**config.mk**
```make
export PLATFORM = sky130hd
export DESIGN_NAME = key_value_table_linear_top
export DESIGN_NICKNAME = d
export VERILOG_FILES = /design/src/kvt_pkg.sv /design/src/key_value_table_linear_top.sv /design/src/kvt_cell.sv /design/src/kvt_first.sv
export SDC_FILE = /design/constraint.sdc
export NUM_CORES = 2
export LEC_CHECK = 0
export BUFFER_PORTS_ARGS = -buffer_cell sky130_fd_sc_hd__buf_2
export CORE_ASPECT_RATIO = 0.5
export CORE_MARGIN = 5
export CORE_UTILIZATION = 45
export CTS_CLUSTER_DIAMETER = 40
export DETAILED_ROUTE_END_ITERATION = 6
export HOLD_SLACK_MARGIN = 0.15
export PLACE_DENSITY = 0.61
export SETUP_SLACK_MARGIN = 0.2
export SYNTH_ARGS = -nofsm -noshare
export SYNTH_HDL_FRONTEND = slang
export SYNTH_HIERARCHICAL = 1
export SYNTH_SLANG_ARGS = --single-unit
```
**constraint.sdc**
```tcl
create_clock -name clk -period 6.64 [get_ports clk]
set_input_delay 0 -clock clk [delete_from_list [all_inputs] [get_ports clk]]
set_output_delay 0 -clock clk [all_outputs]
set_load 0.01 [all_outputs]
```
**src/kvt_pkg.sv**
```systemverilog
// Shared types and constants for the linear key-value table.
`timescale 1ns / 1ps

package kvt_pkg;

    localparam int VAL_W     = 32;
    localparam int ACT_W     = 2;
    localparam int STAT_W    = 2;
    localparam int ECOUNT_W  = 6;
    localparam int IN_KEY_W  = 32;
    localparam int IN_TDATA_W  = 72;
    localparam int OUT_TDATA_W = 48;

    localparam logic [ACT_W-1:0] ACT_LOOKUP = 2'd0;
    localparam logic [ACT_W-1:0] ACT_INSERT = 2'd1;
    localparam logic [ACT_W-1:0] ACT_DELETE = 2'd2;
    localparam logic [ACT_W-1:0] ACT_UPDATE = 2'd3;

    localparam logic [STAT_W-1:0] ST_DONE   = 2'd0;
    localparam logic [STAT_W-1:0] ST_FULL   = 2'd1;
    localparam logic [STAT_W-1:0] ST_ABSENT = 2'd2;

    typedef struct packed {
        logic cmp;
        logic live;
        logic load;
        logic shift;
        logic wr_val;
    } cell_ctl_t;

endpackage

```
**src/key_value_table_linear_top.sv**
```systemverilog
// Top level of the linear key-value table: stream ports, sequencing and result register.
`timescale 1ns / 1ps

// Usage:
// Each beat on the s_axis channel is one operation: lookup, insert, delete or
// update of the first entry with a matching key. Each operation gives exactly one
// beat on the m_axis channel with found, value, entry count and status.
// Entries live in a row of cells in insertion order. At the accepting edge every
// cell compares its stored key with the beat's key; in the apply state the first
// match is resolved, the row is written (a delete shifts later cells down by one)
// and the result is loaded into the output register.
// An operation passes from the compare register in each cell to the apply state,
// and the block takes no new beat until the apply state of the last one ends.
// s_axis_tready is high in the idle state only, so one operation is in flight.
// A result waiting in the output register does not block the next acceptance;
// when the receiver stalls with a result still held, the following operation
// waits in its apply cycle until the output register is free.
// Reset empties the table (entry count zero) and drops any pending result;
// stored keys and values need no clearing because only counted entries are read.
module key_value_table_linear_top
    import kvt_pkg::*;
#(
    parameter int CAPACITY = 32,
    parameter int KEY_BITS = 32
)
(
    input  logic                   clk,
    input  logic                   rst_n,
    input  logic                   s_axis_tvalid,
    output logic                   s_axis_tready,
    // action [1:0], key [33:2], new_value [65:34], zero fill [71:66]
    input  logic [IN_TDATA_W-1:0]  s_axis_tdata,
    output logic                   m_axis_tvalid,
    input  logic                   m_axis_tready,
    // found [0], value [32:1], entry_count [38:33], status [40:39], zero fill [47:41]
    output logic [OUT_TDATA_W-1:0] m_axis_tdata
);

    localparam int CNT_W = $clog2(CAPACITY + 1);

    localparam logic S_IDLE  = 1'b0;
    localparam logic S_APPLY = 1'b1;

    logic                state_reg;
    logic                state_next;
    logic [CNT_W-1:0]    count_reg;
    logic [CNT_W-1:0]    count_next;
    logic [ACT_W-1:0]    act_reg;
    logic [KEY_BITS-1:0] key_reg;
    logic [VAL_W-1:0]    nv_reg;
    logic                out_valid_reg;
    logic [OUT_TDATA_W-1:0] out_data_reg;
    logic [OUT_TDATA_W-1:0] out_data_next;

    logic                in_fire;
    logic                apply_go;
    logic [ACT_W-1:0]    in_action;
    logic [KEY_BITS-1:0] op_key;
    logic [VAL_W-1:0]    op_val;
    logic                full;

    logic [CAPACITY-1:0][KEY_BITS-1:0] keys;
    logic [CAPACITY-1:0][VAL_W-1:0]    vals;
    logic [CAPACITY-1:0]               hits;
    logic [CAPACITY-1:0]               first_hot;
    logic [CAPACITY-1:0]               upto;
    logic                              any;
    logic [VAL_W-1:0]                  sel_val;

    logic                found;
    logic [VAL_W-1:0]    res_val;
    logic [STAT_W-1:0]   res_stat;

    // The beat's key is compared while idle; the held copy is written on insert.
    assign in_action = s_axis_tdata[1:0];
    assign op_key    = (state_reg == S_IDLE) ? KEY_BITS'(s_axis_tdata[33:2]) : key_reg;
    assign op_val    = nv_reg;

    assign s_axis_tready = (state_reg == S_IDLE);
    assign in_fire       = s_axis_tvalid && s_axis_tready;
    assign apply_go      = (state_reg == S_APPLY) && (!out_valid_reg || m_axis_tready);
    assign full          = (count_reg == CNT_W'(CAPACITY));

    generate
        for (genvar i = 0; i < CAPACITY; i++)
        begin : g_cell
            cell_ctl_t           ctl;
            logic [KEY_BITS-1:0] nb_key;
            logic [VAL_W-1:0]    nb_val;

            if (i == CAPACITY - 1)
            begin : g_end
                assign nb_key = '0;
                assign nb_val = '0;
            end
            else
            begin : g_mid
                assign nb_key = keys[i+1];
                assign nb_val = vals[i+1];
            end

            always_comb
            begin
                ctl.cmp    = in_fire;
                ctl.live   = (CNT_W'(i) < count_reg);
                ctl.load   = apply_go && (act_reg == ACT_INSERT) && !full
                             && (count_reg == CNT_W'(i));
                ctl.shift  = apply_go && (act_reg == ACT_DELETE) && upto[i];
                ctl.wr_val = apply_go && (act_reg == ACT_UPDATE) && first_hot[i];
            end

            kvt_cell #(
                .KEY_BITS(KEY_BITS)
            ) u_cell (
                .clk    (clk),
                .rst_n  (rst_n),
                .ctl    (ctl),
                .op_key (op_key),
                .op_val (op_val),
                .nb_key (nb_key),
                .nb_val (nb_val),
                .key    (keys[i]),
                .val    (vals[i]),
                .hit    (hits[i])
            );
        end
    endgenerate

    kvt_first #(
        .CAPACITY(CAPACITY)
    ) u_first (
        .hits      (hits),
        .vals      (vals),
        .first_hot (first_hot),
        .upto      (upto),
        .any       (any),
        .sel_val   (sel_val)
    );

    always_comb
    begin
        found      = 1'b0;
        res_val    = '0;
        res_stat   = ST_DONE;
        count_next = count_reg;
        if (act_reg == ACT_INSERT)
        begin
            if (full)
            begin
                res_stat = ST_FULL;
            end
            else
            begin
                count_next = count_reg + CNT_W'(1);
            end
        end
        else if (any)
        begin
            found = 1'b1;
            if (act_reg == ACT_LOOKUP)
            begin
                res_val = sel_val;
            end
            else if (act_reg == ACT_DELETE)
            begin
                count_next = count_reg - CNT_W'(1);
            end
        end
        else
        begin
            res_stat = ST_ABSENT;
        end
        out_data_next = {7'd0, res_stat, ECOUNT_W'(count_next), res_val, found};
    end

    always_comb
    begin
        state_next = state_reg;
        unique case (state_reg)
            S_IDLE:
            begin
                if (in_fire)
                begin
                    state_next = S_APPLY;
                end
            end
            S_APPLY:
            begin
                if (apply_go)
                begin
                    state_next = S_IDLE;
                end
            end
            default:
            begin
                state_next = S_IDLE;
            end
        endcase
    end

    always_ff @(posedge clk or negedge rst_n)
    begin
        if (!rst_n)
        begin
            state_reg     <= S_IDLE;
            count_reg     <= '0;
            out_valid_reg <= 1'b0;
        end
        else
        begin
            state_reg <= state_next;
            if (apply_go)
            begin
                count_reg     <= count_next;
                out_valid_reg <= 1'b1;
            end
            else if (m_axis_tready)
            begin
                out_valid_reg <= 1'b0;
            end
        end
    end

    always_ff @(posedge clk)
    begin
        if (in_fire)
        begin
            act_reg <= in_action;
            key_reg <= KEY_BITS'(s_axis_tdata[33:2]);
            nv_reg  <= s_axis_tdata[65:34];
        end
        if (apply_go)
        begin
            out_data_reg <= out_data_next;
        end
    end

    assign m_axis_tvalid = out_valid_reg;
    assign m_axis_tdata  = out_data_reg;

endmodule

```
**src/kvt_cell.sv**
```systemverilog
// One table entry: stored key and value, key compare, and shift from the next entry.
`timescale 1ns / 1ps

module kvt_cell
    import kvt_pkg::*;
#(
    parameter int KEY_BITS = 32
)
(
    input  logic                clk,
    input  logic                rst_n,
    input  cell_ctl_t           ctl,
    input  logic [KEY_BITS-1:0] op_key,
    input  logic [VAL_W-1:0]    op_val,
    input  logic [KEY_BITS-1:0] nb_key,
    input  logic [VAL_W-1:0]    nb_val,
    output logic [KEY_BITS-1:0] key,
    output logic [VAL_W-1:0]    val,
    output logic                hit
);

    logic [KEY_BITS-1:0] key_reg;
    logic [VAL_W-1:0]    val_reg;
    logic                hit_reg;

    always_ff @(posedge clk)
    begin
        if (ctl.load)
        begin
            key_reg <= op_key;
            val_reg <= op_val;
        end
        else if (ctl.shift)
        begin
            key_reg <= nb_key;
            val_reg <= nb_val;
        end
        else if (ctl.wr_val)
        begin
            val_reg <= op_val;
        end
    end

    always_ff @(posedge clk or negedge rst_n)
    begin
        if (!rst_n)
        begin
            hit_reg <= 1'b0;
        end
        else if (ctl.cmp)
        begin
            hit_reg <= ctl.live && (key_reg == op_key);
        end
    end

    assign key = key_reg;
    assign val = val_reg;
    assign hit = hit_reg;

endmodule

```
**src/kvt_first.sv**
```systemverilog
// Finds the first matching entry and selects its value.
`timescale 1ns / 1ps

module kvt_first
    import kvt_pkg::*;
#(
    parameter int CAPACITY = 32
)
(
    input  logic [CAPACITY-1:0]           hits,
    input  logic [CAPACITY-1:0][VAL_W-1:0] vals,
    output logic [CAPACITY-1:0]           first_hot,
    output logic [CAPACITY-1:0]           upto,
    output logic                          any,
    output logic [VAL_W-1:0]              sel_val
);

    logic [CAPACITY-1:0] pre;

    always_comb
    begin
        pre = hits;
        for (int s = 1; s < CAPACITY; s = s * 2)
        begin
            pre = pre | (pre << s);
        end
    end

    assign upto      = pre;
    assign first_hot = hits & ~(pre << 1);
    assign any       = pre[CAPACITY-1];

    always_comb
    begin
        sel_val = '0;
        for (int i = 0; i < CAPACITY; i++)
        begin
            sel_val = sel_val | (vals[i] & {VAL_W{first_hot[i]}});
        end
    end

endmodule
```
== Yosys cells after proc, flatten, opt, wreduce, memory -nomap -nowiden ==
Cells that the tools add are included.

* Register bits after elaboration: 2195
* Output and inout port bits: 50
* Logic and storage cells: 659

* Add/sub/neg operators: 2
* $lt $le $gt $ge: 32
* Eq/ne operators: 67
* Mux-type cells: 175
* Bitwise logic cells: 73
* Reductions and logical operators: 205

{| class="wikitable"
|+ Operator list
! cell !! number
|-
| 2-to-1 mux 32 bit || 161
|-
| bitwise OR 32 bit || 36
|-
| bitwise AND 32 bit || 33
|-
| equality test 32 bit || 32
|-
| logical AND 1 bit || 134
|-
| equality test 6 x 5 -> 1 bit (second input constant) || 16
|-
| less-than comparator 5 x 6 -> 1 bit (first input constant) || 16
|-
| nonzero test 3 bit || 32
|-
| nonzero test 2 bit || 33
|-
| equality test 6 x 4 -> 1 bit (second input constant) || 8
|-
| less-than comparator 4 x 6 -> 1 bit (first input constant) || 8
|-
| NOT 32 bit || 1
|-
| 2-to-1 mux 6 bit || 5
|-
| equality test 6 x 3 -> 1 bit (second input constant) || 4
|-
| less-than comparator 3 x 6 -> 1 bit (first input constant) || 4
|-
| equality test 6 x 2 -> 1 bit (second input constant) || 2
|-
| less-than comparator 1 x 6 -> 1 bit (first input constant) || 2
|-
| less-than comparator 2 x 6 -> 1 bit (first input constant) || 2
|-
| adder 6 x 1 -> 6 bit (second input constant) || 1
|-
| equality test 6 x 1 -> 1 bit (second input constant) || 1
|-
| equality test 6 bit (second input constant) || 1
|-
| logical NOT 6 bit || 1
|-
| 2-to-1 mux 1 bit || 6
|-
| subtractor 6 x 1 -> 6 bit (second input constant) || 1
|-
| other kinds (9) || 14
|}

== Depth between registers and ports, before layout ==
* Depth in word-level cells: 39
* Depth in mapped cells: 14
* Gate-level depth less buffers: 10

== Modules after synthesis ==
Netlist, hierarchy kept.

{| class="wikitable"
|+ By module, submodules not included
! module !! times used !! cells an instance !! area an instance (um^2)
|-
| kvt_cell || 32 || 185 || 3091.7
|-
| kvt_first || 1 || 1104 || 7216.9
|-
| key_value_table_linear_top || 1 || 447 || 5569.1
|}

== Worst setup path after synthesis ==
OpenSTA, ideal clock, no wires.

* Path type: reg2reg
* Start point: register state_reg
* End point: register g_cell[0].u_cell.hit_reg
* Library setup time: 92 ps
* Arrival time: 6085 ps
* Required time: 6548 ps
* Path slack: 463 ps
* Stages on the path, launching flop included: 6
* Buffers on the path: 1
* Period minus slack after synthesis: 6177 ps
* Cells stage by stage: dfrtp_1 > buf_4 > nor2b_1 > nand3_1 > or4_1 > o31ai_2

{| class="wikitable"
|+ RTL lines
! what !! RTL line !! source
|-
| start: declaration || key_value_table_linear_top.sv:44 || <nowiki>logic state_reg;</nowiki>
|-
| start signal: assignment || key_value_table_linear_top.sv:211 || <nowiki>state_reg <= state_next;</nowiki>
|-
| end signal: assignment || kvt_cell.sv:52 || <nowiki>hit_reg <= ctl.live && (key_reg == op_key);</nowiki>
|-
| end: declaration || kvt_cell.sv:24 || <nowiki>logic hit_reg;</nowiki>
|}

== Worst setup path after layout ==
* Start point: register g_cell[3].u_cell.hit_reg
* End point: register out_data_reg[23], in the netlist m_axis_tdata[23] (data pin)

* Cells in the longest elaborated chain, start to end: 36
* Elaborated cells between the ends (all ways): 67

{| class="wikitable"
|+ Ends and longest elaborated chain
! what !! RTL line !! source
|-
| start: declaration || kvt_cell.sv:24 ||
|-
| start signal: assignment || kvt_cell.sv:52 ||
|-
| bitwise OR 32 bit (5 in a row) || kvt_first.sv:25 || <nowiki>pre = pre | (pre << s);</nowiki>
|-
| NOT 32 bit || kvt_first.sv:30 || <nowiki>assign first_hot = hits & ~(pre << 1);</nowiki>
|-
| bitwise AND 32 bit * || kvt_first.sv:30 ||
|-
| bitwise AND 32 bit || kvt_first.sv:38 || <nowiki>sel_val = sel_val | (vals[i] & {VAL_W{first_hot[i]}});</nowiki>
|-
| bitwise OR 32 bit (27 in a row) || kvt_first.sv:38 ||
|-
| bitwise OR 32 bit * || kvt_first.sv:38 ||
|-
| via sel_val[22] || key_value_table_linear_top.sv:68 || <nowiki>logic [VAL_W-1:0] sel_val;</nowiki>
|-
| end signal: assignment || key_value_table_linear_top.sv:234 || <nowiki>out_data_reg <= out_data_next;</nowiki>
|-
| end: declaration || key_value_table_linear_top.sv:52 || <nowiki>logic [OUT_TDATA_W-1:0] out_data_reg;</nowiki>
|}

Mark *: on every way through the listed nets, which the timed path passes. The rest lies on a longest branch.
A chain may end at the register's enable or synchronous reset.

==> results.json <==
{
  "start_kind": "register",
  "p_leak_uw": 0.04086,
  "power_density_nw_per_um2": 253.7,
  "cts_tree": "done",
  "seq_area_frac_synth": 0.5882,
  "drt-pass1-iter-count": 7,
  "n_fill_cell": 21050,
  "grt_pass1_vias": 68060,
  "clockBufferDepth": 4,
  "syn_avg_cell_area_um2": 14.95,
  "vdd_drop_max_mv": 0.2053,
  "nNetsFinal": 7899,
  "drtAntennaViolNets": 0,
  "hp-class": "primary input to register",
  "row_count": 129,
  "path_clk_slew_ps": 60,
  "grt_pass1_wl_um": 488000,
  "die_h_um": 362.3,
  "reg2reg_depth": 10,
  "yosys_warnings": 6,
  "cts_sinks": 2195,
  "wire_per_inst_um": 29.70,
  "numCtsBuffers": 240,
  "core_area_um2": 247100,
  "grt_max_degree": 70,
  "grt_usage": 0.2545,
  "die_width_um": 714.7,
  "relSlewSlack": 0.1035,
  "routed_via_density": 6.023,
  "required_ps": 7290,
  "worst_slack_ps": 2059,
  "place_area_um2": 117000,
  "routabilityCongestion": 0.9047,
  "cts_resized": 0,
  "ys.flop_type": "edfxtp_1",
  "skew_ps": 58.02,
  "drt-total-wl_um": 337300,
  "finalHoldViolCount": 0,
  "fin_area_um2": 126100,
  "postSynthCellCount": 7471,
  "antennaDiodeCount": 0,
  "min_path_cells": 4,
  "initial_utilization": 0.4521,
  "tns_ps": 0,
  "drcViolationCount": 0,
  "clk_latency_ps": 900,
  "grt_overflow": 0,
  "fmax_mhz": 218.3,
  "drv_cap": 0,
  "synth_cell_types": 82,
  "status": "finished, final reports clean",
  "slew_violations": 0,
  "critical_path.max_fanout": 45,
  "place_ws_ps": 2185,
  "multi_input_area_um2": 44800,
  "setup_viol": 0,
  "drt_iter0_markers": 7486,
  "synth-async-reset-ratio": 0.01822,
  "rsz0062_at_grt": "false",
  "num_io_pins": 126,
  "ys_seq_elements": 2195,
  "r2r_slack_ps": 2060,
  "drive_gt1_frac": 0.3646,
  "fin_crit_sh": 0.6900,
  "hpwl_um": 222700,
  "crit_type": "register to register",
  "antenna_found_initial": 6,
  "synth_edf_count": 2155,
  "synthesis.area_um2": 111700,
  "cts.root.buffer_cell": "clkbuf_16",
  "cp.arrival_ps": 5230,
  "worst_pin_slew_ps": 1337,
  "syn2layout_area_growth_pct": 12.90,
  "end_kind": "register",
  "seq_area_um2": 65720,
  "cts_max_level": 4,
  "vias": 68400,
  "dieArea_um2": 258900,
  "period_minus_slack_ps": 4581,
  "portBuffers": 112
}
## layer usage
metal	wire length [um]	share of wire	track usage	vias to the layer above
met4	13850	0.041	0.09094	0
met3	29240	0.087	0.04860	619
met5	0	0	0	-
li1	-	-	-	29700
met1	149600	0.44	0.3724	35140
met2	144600	0.43	0.3780	2940
## critical path: stages, from the launching register on
cell	delay, ps
dfrtp_2	360
buf_4	490
nor4_1	290
and4_1	350
and2_1	400
buf_4	340
a221oi_1	690
nand3_1	150
a2111oi_0	720
nand3_1	320
and2_1	220
## layout by cell type (no fill, tap or decap), types with 25 or more instances in the layout
master,instances
mux2_2,2016
o31ai_2,32
clkbuf_1,51
a22o_1,46
and3_1,25
nand2_1,162
mux2_4,32
nand3_1,125
bufinv_16,25
inv_1,26
a221oi_1,93
nor2_4,29
o21ai_0,39
nor2b_1,25
clkbuf_16,241
edfxtp_1,2155
mux2_1,32
xor2_1,517
a21oi_1,25
buf_4,204
nor2b_4,33
dlygate4sd3_1,138
xnor2_1,515
or4_1,38
clkinv_1,39
nor4_1,142
nand2b_1,43
and2_1,105
dfrtp_1,36
a22oi_1,198
a222oi_1,52
or2_2,34
nand4_1,160
buf_2,112
nor2_1,56
conb_1,71
## final timing paths
check	endpoint	startpoint
hold / removal	g_cell[3].u_cell/key[29]	s_axis_tdata[31]
hold reg to reg	g_cell[2].u_cell/key[30]	g_cell[3].u_cell/key[30]
setup reg to reg	m_axis_tdata[23]	g_cell[3].u_cell/hit
setup / recovery	m_axis_tdata[23]	g_cell[3].u_cell/hit
max in group asynchronous	state_reg	rst_n
min in group asynchronous	g_cell[31].u_cell/hit	rst_n
## where the power goes
group	switching, uW	internal [uW]	leakage [uW]	total (uW)
sequential	210	15300	0.0200	15500
combinational	1740	1150	0.0171	2890
clock	5860	7710	0.00374	13600
## cells by family (layout without fill, tap and decap cells)
group / Yosys count / in the layout / share of synthesized area
AOI/OAI and AO/OA: 597 / 597 / 0.04362
xor gates and xnor gates: 1032 / 1032 / 0.08090
adders and majority gates: 4 / 4 / 0.0004480
buffers and inverters: 453 / 928 / 0.01957
DFF: 2195 / 2195 / 0.5882
muxes: 2080 / 2080 / 0.2097
other: 1 / 71 / 0.00003357
and+or+nand+nor: 1109 / 1109 / 0.05759
## per-stage QoR
step / power, uW / hold slack, ps / util / std cells
after floorplan: 17670 / -295.6 / - / 7541
after global placement: 18630 / -136.8 / 0.4734 / 10780
after detailed placement: 18660 / -135.0 / 0.4734 / 10780
after CTS: 32310 / 205.3 / 0.5104 / 11360
after global routing: 33120 / 270.4 / 0.5104 / 11360
final: 32000 / 284.5 / 0.5104 / 11360
## cell usage after synthesis, types with 25 or more instances
library cell,n,area (um2)
a22o_1,46,402.9
or2_2,34,212.7
nor2b_1,59,369.1
clkbuf_1,101,379.1
and2_1,105,656.9
or4_1,38,285.3
or3_1,41,256.5
o21ai_0,39,195.2
nand2b_1,43,269.0
dfrtp_1,40,1001
nor4_1,143,894.6
nand4_1,160,1001
nor2_1,77,289.0
xor2_1,517,4528
a221oi_1,93,814.5
a222oi_1,52,520.5
edfxtp_1,2155,64710
buf_2,280,1401
a22oi_1,198,1486
inv_1,27,101.4
mux2_1,32,360.4
mux2_2,2048,23060
a21oi_1,25,125.1
nand3_1,125,625.6
o31ai_2,32,400.4
and3_1,33,206.5
nand2_1,162,608.1
xnor2_1,515,4511
## what timing repair did
action	in CTS	in global routing
hold endpoints to repair	513	0
setup buffers	0	0
hold buffers	138	0
## layout make-up
cell class	count	area share
clock buffers	295	0.04966
clock inverters	144	0.01200
inverters	32	0.0009523
multi-input cells	4893	0.3552
flip-flops and latches	2195	0.5210
well taps	3340	0.03313
repair buffers	457	0.02801
Note: power is estimated with default switching activity, not from simulation.
